[src/vpwb_pkg.sv]
`timescale 1ns / 1ps
package vpwb_pkg;

    // op codes of an input item
    localparam logic [2:0] OP_ACCEL    = 3'd0;
    localparam logic [2:0] OP_FORCE    = 3'd1;
    localparam logic [2:0] OP_IMPULSE  = 3'd2;
    localparam logic [2:0] OP_RST_F    = 3'd3;
    localparam logic [2:0] OP_SIMULATE = 3'd4;
    localparam logic [2:0] OP_RESTRAIN = 3'd5;
    localparam logic [2:0] OP_PLACE    = 3'd6;

    // register indexes on the config port
    localparam logic [2:0] REG_MASS     = 3'd0;
    localparam logic [2:0] REG_BOUNCE   = 3'd1;
    localparam logic [2:0] REG_FRICTION = 3'd2;
    localparam logic [2:0] REG_TSTEP    = 3'd3;
    localparam logic [2:0] REG_WIDTH    = 3'd4;
    localparam logic [2:0] REG_HEIGHT   = 3'd5;

    // datapath actions
    localparam logic [4:0] A_NONE    = 5'd0;
    localparam logic [4:0] A_ACCEL   = 5'd1;
    localparam logic [4:0] A_RST_F   = 5'd2;
    localparam logic [4:0] A_PLACE   = 5'd3;
    localparam logic [4:0] A_FORCE_X = 5'd4;
    localparam logic [4:0] A_FORCE_Y = 5'd5;
    localparam logic [4:0] A_IMP_X   = 5'd6;
    localparam logic [4:0] A_IMP_Y   = 5'd7;
    localparam logic [4:0] A_MUL_TT  = 5'd8;
    localparam logic [4:0] A_DT2     = 5'd9;
    localparam logic [4:0] A_MUL_AX  = 5'd10;
    localparam logic [4:0] A_SIM_X   = 5'd11;
    localparam logic [4:0] A_SIM_Y   = 5'd12;
    localparam logic [4:0] A_RX0     = 5'd13;
    localparam logic [4:0] A_RX1     = 5'd14;
    localparam logic [4:0] A_RX2     = 5'd15;
    localparam logic [4:0] A_RX3     = 5'd16;
    localparam logic [4:0] A_RY0     = 5'd17;
    localparam logic [4:0] A_RY1     = 5'd18;
    localparam logic [4:0] A_RY2     = 5'd19;
    localparam logic [4:0] A_RY3     = 5'd20;
    localparam logic [4:0] A_CLAMP   = 5'd21;

    typedef struct packed {
        logic [2:0]         op;
        logic signed [31:0] vec_x;
        logic signed [31:0] vec_y;
    } t_in;

    typedef struct packed {
        logic signed [31:0] pos_x;
        logic signed [31:0] pos_y;
    } t_out;

    typedef struct packed {
        logic [30:0] mass;
        logic [16:0] bounce;
        logic [16:0] friction;
        logic [16:0] time_step;
        logic [30:0] world_width;
        logic [30:0] world_height;
    } t_cfg;

    typedef struct packed {
        logic [4:0] act;
        logic       vec_load;
        logic       div_start;
        logic       div_sel_y;
        logic       res_load;
    } t_cmd;

    typedef struct packed {
        logic div_done;
        logic x_hit;
        logic y_hit;
        logic mass_zero;
    } t_sts;

    function automatic logic signed [31:0] sat32(input logic signed [55:0] v);
        if (v > 56'sd2147483647) begin
            return 32'sh7fffffff;
        end else if (v < -56'sd2147483648) begin
            return 32'sh80000000;
        end
        return signed'(v[31:0]);
    endfunction

    // amount taken off the other axis at a wall
    function automatic logic signed [55:0] tangent(input logic signed [55:0] j,
                                                   input logic signed [55:0] k);
        logic signed [55:0] aj;
        logic signed [55:0] ak;
        aj = (j < 0) ? -j : j;
        ak = (k < 0) ? -k : k;
        if (j == 0) begin
            return '0;
        end else if (aj <= ak) begin
            return j + j;
        end else if ((j > 0 && k > 0) || (j < 0 && k < 0)) begin
            return k;
        end
        return '0;
    endfunction

endpackage

[src/vpwb_ctrl.sv]
`timescale 1ns / 1ps
module vpwb_ctrl
    import vpwb_pkg::*;
(
    input  logic       i_clk,
    input  logic       i_rst_n,
    input  logic       i_in_valid,
    input  logic [2:0] i_op,
    input  logic       i_out_stall,
    input  t_sts       i_sts,
    output logic       o_in_stall,
    output logic       o_out_valid,
    output t_cmd       o_cmd
);

    localparam logic [4:0] ST_IDLE  = 5'd0;
    localparam logic [4:0] ST_EXEC  = 5'd1;
    localparam logic [4:0] ST_DXGO  = 5'd2;
    localparam logic [4:0] ST_DXW   = 5'd3;
    localparam logic [4:0] ST_DYGO  = 5'd4;
    localparam logic [4:0] ST_DYW   = 5'd5;
    localparam logic [4:0] ST_SIM0  = 5'd6;
    localparam logic [4:0] ST_SIM1  = 5'd7;
    localparam logic [4:0] ST_SIM2  = 5'd8;
    localparam logic [4:0] ST_SIM3  = 5'd9;
    localparam logic [4:0] ST_SIM4  = 5'd10;
    localparam logic [4:0] ST_RX0   = 5'd11;
    localparam logic [4:0] ST_RX1   = 5'd12;
    localparam logic [4:0] ST_RX2   = 5'd13;
    localparam logic [4:0] ST_RX3   = 5'd14;
    localparam logic [4:0] ST_RY0   = 5'd15;
    localparam logic [4:0] ST_RY1   = 5'd16;
    localparam logic [4:0] ST_RY2   = 5'd17;
    localparam logic [4:0] ST_RY3   = 5'd18;
    localparam logic [4:0] ST_CLAMP = 5'd19;
    localparam logic [4:0] ST_DONE  = 5'd20;

    logic [4:0] r_state, n_state;
    logic [2:0] r_op;
    logic       r_ovalid, n_ovalid;
    logic       accept;

    assign o_in_stall = (r_state != ST_IDLE);
    assign accept     = i_in_valid && !o_in_stall;

    // sequencing of the datapath
    always_comb begin
        n_state = r_state;
        o_cmd   = '0;
        unique case (r_state)
            ST_IDLE: begin
                if (accept) begin
                    o_cmd.vec_load = 1'b1;
                    n_state        = ST_EXEC;
                end
            end
            ST_EXEC: begin
                if (r_op == OP_ACCEL) begin
                    o_cmd.act = A_ACCEL;
                end else if (r_op == OP_RST_F) begin
                    o_cmd.act = A_RST_F;
                end else if (r_op == OP_PLACE) begin
                    o_cmd.act = A_PLACE;
                end
                if (r_op == OP_FORCE || r_op == OP_IMPULSE) begin
                    n_state = i_sts.mass_zero ? ST_DONE : ST_DXGO;
                end else if (r_op == OP_SIMULATE) begin
                    n_state = i_sts.mass_zero ? ST_DONE : ST_SIM0;
                end else if (r_op == OP_RESTRAIN) begin
                    n_state = ST_RX0;
                end else begin
                    n_state = ST_DONE;
                end
            end
            ST_DXGO: begin
                o_cmd.div_start = 1'b1;
                n_state         = ST_DXW;
            end
            ST_DXW: begin
                if (i_sts.div_done) begin
                    o_cmd.act = (r_op == OP_FORCE) ? A_FORCE_X : A_IMP_X;
                    n_state   = ST_DYGO;
                end
            end
            ST_DYGO: begin
                o_cmd.div_start = 1'b1;
                o_cmd.div_sel_y = 1'b1;
                n_state         = ST_DYW;
            end
            ST_DYW: begin
                if (i_sts.div_done) begin
                    o_cmd.act = (r_op == OP_FORCE) ? A_FORCE_Y : A_IMP_Y;
                    n_state   = ST_DONE;
                end
            end
            ST_SIM0: begin
                o_cmd.act = A_MUL_TT;
                n_state   = ST_SIM1;
            end
            ST_SIM1: begin
                o_cmd.act = A_DT2;
                n_state   = ST_SIM2;
            end
            ST_SIM2: begin
                o_cmd.act = A_MUL_AX;
                n_state   = ST_SIM3;
            end
            ST_SIM3: begin
                o_cmd.act = A_SIM_X;
                n_state   = ST_SIM4;
            end
            ST_SIM4: begin
                o_cmd.act = A_SIM_Y;
                n_state   = ST_DONE;
            end
            ST_RX0: begin
                o_cmd.act = A_RX0;
                n_state   = i_sts.x_hit ? ST_RX1 : ST_RY0;
            end
            ST_RX1: begin
                o_cmd.act = A_RX1;
                n_state   = ST_RX2;
            end
            ST_RX2: begin
                o_cmd.act = A_RX2;
                n_state   = ST_RX3;
            end
            ST_RX3: begin
                o_cmd.act = A_RX3;
                n_state   = ST_RY0;
            end
            ST_RY0: begin
                o_cmd.act = A_RY0;
                n_state   = i_sts.y_hit ? ST_RY1 : ST_CLAMP;
            end
            ST_RY1: begin
                o_cmd.act = A_RY1;
                n_state   = ST_RY2;
            end
            ST_RY2: begin
                o_cmd.act = A_RY2;
                n_state   = ST_RY3;
            end
            ST_RY3: begin
                o_cmd.act = A_RY3;
                n_state   = ST_CLAMP;
            end
            ST_CLAMP: begin
                o_cmd.act = A_CLAMP;
                n_state   = ST_DONE;
            end
            ST_DONE: begin
                if (!r_ovalid || !i_out_stall) begin
                    o_cmd.res_load = 1'b1;
                    n_state        = ST_IDLE;
                end
            end
            default: n_state = ST_IDLE;
        endcase
    end

    // result valid flag
    always_comb begin
        n_ovalid = r_ovalid;
        if (o_cmd.res_load) begin
            n_ovalid = 1'b1;
        end else if (!i_out_stall) begin
            n_ovalid = 1'b0;
        end
    end

    always_ff @(posedge i_clk) begin
        if (!i_rst_n) begin
            r_state  <= ST_IDLE;
            r_ovalid <= 1'b0;
        end else begin
            r_state  <= n_state;
            r_ovalid <= n_ovalid;
        end
    end

    always_ff @(posedge i_clk) begin
        if (accept) begin
            r_op <= i_op;
        end
    end

    assign o_out_valid = r_ovalid;

    a_accept_exec: assert property (@(posedge i_clk) disable iff (!i_rst_n)
        accept |=> r_state == ST_EXEC)
        else $error("accepted item did not start");

    a_no_overwrite: assert property (@(posedge i_clk) disable iff (!i_rst_n)
        (r_ovalid && i_out_stall) |-> !o_cmd.res_load)
        else $error("pending result overwritten");

    a_div_restart: assert property (@(posedge i_clk) disable iff (!i_rst_n)
        o_cmd.div_start |=> !i_sts.div_done)
        else $error("divider done right after start");

    a_load_to_idle: assert property (@(posedge i_clk) disable iff (!i_rst_n)
        o_cmd.res_load |=> (r_state == ST_IDLE && r_ovalid))
        else $error("result load did not complete item");

endmodule

[config.mk]
export PLATFORM = sky130hd
export DESIGN_NAME = vpwb_ctrl
export DESIGN_NICKNAME = d
export VERILOG_FILES = /design/src/vpwb_pkg.sv /design/src/vpwb_ctrl.sv
export SDC_FILE = /design/constraint.sdc
export NUM_CORES = 1
export LEC_CHECK = 0
export BUFFER_PORTS_ARGS = -buffer_cell sky130_fd_sc_hd__buf_4
export CORE_MARGIN = 10
export CORE_UTILIZATION = 45
export DETAILED_ROUTE_END_ITERATION = 8
export GPL_ROUTABILITY_DRIVEN = 0
export PLACE_DENSITY = 0.69
export SLEW_MARGIN = 20
export SYNTH_ARGS = -nofsm -noshare
export SYNTH_HDL_FRONTEND = slang
export SYNTH_SLANG_ARGS = --single-unit
[constraint.sdc]
create_clock -name i_clk -period 4.9 [get_ports i_clk]
set_input_delay 1.47 -clock i_clk [delete_from_list [all_inputs] [get_ports i_clk]]
set_output_delay 1.47 -clock i_clk [all_outputs]
set_load 0.03 [all_outputs]
### Yosys cells after proc, flatten, opt, wreduce, memory -nomap -nowiden

Index checks and enable logic that the tools add are counted.

| storage, ports and cells | value |
|---|---|
| flip-flop bits (word level) | 9 |
| bits in latches | 0 |
| RAM bits | 0 |
| ROM bits | 0 |
| input bits | 11 |
| output and inout bits | 11 |
| memories kept | 0 |

| cells by class | value |
|---|---|
| add/sub/neg operators | 0 |
| multipliers | 0 |
| divide/modulo/power cells | 0 |
| order comparisons | 0 |
| equal/unequal tests | 31 |
| shift operators | 0 |
| muxes and demuxes | 28 |
| bitwise gates (word level) | 0 |
| reduce and logical (&&, ||, !) cells | 12 |

Operators with widths:

| kind | number |
|---|---|
| $pmux W5 S20 | 1 |
| $pmux W5 S17 | 1 |
| $mux W5 | 9 |
| $eq A5 B4 Y1 const B | 8 |
| $eq A5 B5 Y1 const B | 5 |
| $eq A5 B3 Y1 const B | 4 |
| $mux W2 | 7 |
| $eq A5 B2 Y1 const B | 2 |
| $eq A3 B3 Y1 const B | 3 |
| $mux W1 | 8 |
| $ne A2 B2 Y1 const B | 4 |
| $eq A3 B2 Y1 const B | 2 |
| $mux W3 | 2 |
| $eq A5 B1 Y1 const B | 1 |
| $logic_not A5 Y1 | 1 |
| $reduce_bool A5 Y1 | 1 |
| $reduce_and A4 Y1 | 1 |
| $reduce_or A2 Y1 | 2 |
| $eq A3 B1 Y1 const B | 1 |
| $logic_not A1 Y1 | 3 |
| $logic_not A3 Y1 | 1 |
| $logic_or A1 B1 Y1 | 2 |
| $ne A2 B1 Y1 const B | 1 |
| $logic_and A1 B1 Y1 | 1 |

### Logic depth before layout (Yosys ltp)

| depth | value |
|---|---|
| word-level depth | 5 |
| depth in mapped cells | 6 |
| depth with buffers taken out | 4 |

### Worst setup path before layout

OpenSTA, ideal clock, no wires.

| timing | value |
|---|---|
| path type | input to output |
| start | in i_sts[3] in the netlist's numbering |
| end | out o_cmd[6] in the netlist's numbering |
| arrival | 3074 ps |
| data required time | 3430 ps |
| setup slack | 356 ps |
| stages | 2 |
| cell sequence | a211oi_1 a2111oi_0 |

RTL lines:

| what | line | text |
|---|---|---|
| from (decl) | vpwb_ctrl.sv:10 | `input t_sts i_sts,` |
| to (decl) | vpwb_ctrl.sv:13 | `output t_cmd o_cmd` |

==> metrics <==
Final Routed Wirelength roughly 2300 microns; Die Y about 64 microns; Starting Density between 40 and 50%; TritonCTS Sinks 9; status complete, no violations; Non-Filler Instances between 150 and 200; PortBufs 21; FMAX 0.2598 GHz; Netlist cell types 47; Worst Skew 0.004608 ns; initial antenna violation count 0; P_leak 0.3859 nW; Top Usage Layer GRT met2; ANT nets after route 0; slowest cell on the critical path nor4b_1; grt ovf 0; Tmin final roughly 3.8 ns; Most used DFF post-synth dfxtp_1; placed instance count 147; count leader, synth nor2_1; Final nets about 140; post-synth top area cell dfxtp_1; DRC 0; Final period util just under 80%; hold buffer count at cts 0; slowest stage delay, CP around 0.36 ns; largest net degree at the start of global routing 23; kind of critical path primary input to output port; CTS-repair resized insts 0; synth top area cells dfxtp_1, edfxtp_1, nand2b_1; RSZ-0062 raised after global routing false; P&R area growth vs syn 16.88%; VDD IR max 0.4920 mV; layout cell share with drive strength beyond 1 between 20% and 30%; YS warnings 0; met3 global-route usage around 3.1%; GR met2 Demand/Resource 17.00%; Ports 22; Slew Limit Headroom roughly half; FF+latch count, synth 9; CTS H-tree lvls 1; number of DRC markers in iteration 0 37; Synth Instances around 110; Core Box Area 0.001783 sq mm; worst-path cell chain buf_4 -> nor4b_1 -> a41oi_1 -> o21bai_1 -> buf_4; Mapped Area 882.1 sq um; Rows 15; drt first pass iters 4; Root Buffer clkbuf_4; All-Layer GR Usage around 11%; post-CTS setup repair buffer count 0; WL per Instance 15.37 microns; CTS tree done; required time worst endpoint approximately 3.4 ns; chip width about 64 microns; later-pin clock latency in the skew report 0.27 ns; ys async rst share 0%; clk buf depth 2; sequential area share after synthesis roughly a quarter; Syn Nets 124; Final Setup Violations 0; Syn Area/Cell about 8 sq um; PwrDens roughly 660 mW/mm^2; Worst setup SP type primary input; leading cell types by count after synthesis nor2_1, nand2_1, a21oi_1, dfxtp_1, nand2b_1; Final Slew Violations 0; CTS buffer count 3; Worst-path clk slew roughly 0.06 ns; die area 0.004131 sq mm; Max-cap violations 0; setup TNS 0 ns; n_diodes 0; Max Fanout on Critical Path 5; Post-DP HPWL ~1700 microns; Slew @ Worst Pin 0.7391 ns; Via density 5.960; final hold violations 0; hold crit path type register to register; met1 usage around 15%; number of global-route vias before repair 839; CP arrival about 2.4 ns; CP most frequent cell buf_4; endpoint class of the critical path output port; vias 900; Final Power 0.6766 mW; post-synth top area share between 10% and 20%; first-pass GRT wire length between 3000 and 4000 microns; EDFF count, synth 3
==> cell usage in the layout (no fill, tap or decap), drive strengths merged, types with 2 or more instances in the layout <==
| cell type | Yosys | routed |
|---|---|---|
| o21ai | 3 | 3 |
| nor3b | 4 | 4 |
| dfxtp | 6 | 6 |
| a2111oi | 2 | 2 |
| a21oi | 7 | 7 |
| nor3 | 4 | 4 |
| a31oi | 4 | 4 |
| edfxtp | 3 | 3 |
| nand2b | 6 | 6 |
| xor2 | 3 | 3 |
| buf | 7 | 21 |
| a211oi | 3 | 3 |
| a21o | 2 | 2 |
| nand2 | 8 | 8 |
| o21bai | 2 | 2 |
| nor2 | 10 | 10 |
| clkinv | 1 | 2 |
| nor2b | 5 | 5 |
| and3 | 2 | 2 |
| clkbuf | 5 | 3 |
| nor4b | 4 | 4 |
==> report_power, final <==
part	switching (mW)	internal, mW
Sequential	0.0959	0.105
Clock	0.0283	0.0302
Combinational	0.234	0.183
==> registers in the layout (all words and copies together), names as in the netlist <==
| signal | flops |
|---|---|
| r_op | 3 |
| o_out_valid | 1 |
| r_state | 5 |
==> final cells by class <==
type	instances	area (sq um)
Sequential cell	9	210.2
Multi-Input combinational cell	90	596.8
Tap cell	25	31.28
Timing Repair Buffer	21	157.7
Clock inverter	1	5.005
Clock buffer	3	22.52
Fill cell	175	752.0
Inverter	2	7.507
==> cell families (layout without fill, tap and decap cells) <==
| group | after synthesis | count (layout) | synth area share (%) |
|---|---|---|---|
| DFF | 9 | 9 | 23.83 |
| and+or+nand+nor | 49 | 49 | 32.20 |
| xor gates and xnor gates | 4 | 4 | 3.972 |
| AOI/OAI and AO/OA | 36 | 36 | 30.35 |
| buffers and inverters | 14 | 27 | 8.509 |
| muxes | 1 | 1 | 1.135 |
==> final timing paths <==
path	start	to	slack [ns]	depth (start not counted)
worst min register to register	o_out_valid	o_out_valid	0.52	2
worst max register to register	r_state[2]	r_state[0]	2.67	4
worst max-delay path	i_sts[3]	o_cmd[5]	1.05	5
worst min-delay path	o_out_valid	o_out_valid	0.52	2
==> metrics by stage <==
step	area [sq um]	setup WS [ns]	utilization (%)	hold slack, ns
2_1_floorplan	882.1	0.3561	-	0.6242
5_1_grt	1031	0.9228	57.82	0.5768
4_1_cts	1031	1.050	57.82	0.5209
6_report	1031	1.051	57.82	0.5222
3_3_place_gp	1003	1.132	56.28	0.5069
3_5_place_dp	1003	1.051	56.28	0.5124
==> routing by layer <==
layer / vias up / part of all wire [%]
met1: 408 / 48
met3: 2 / 7.4
met5: - / 0
li1: 455 / -
met4: 0 / 0.43
met2: 35 / 44
==> worst max-delay path, delay by kind of cell <==
kind	cells	cell delay [ns]
compound gates	2	0.27
buf+inv	2	0.28
simple gates	1	0.36
Note: power is estimated with default switching activity, not from simulation.
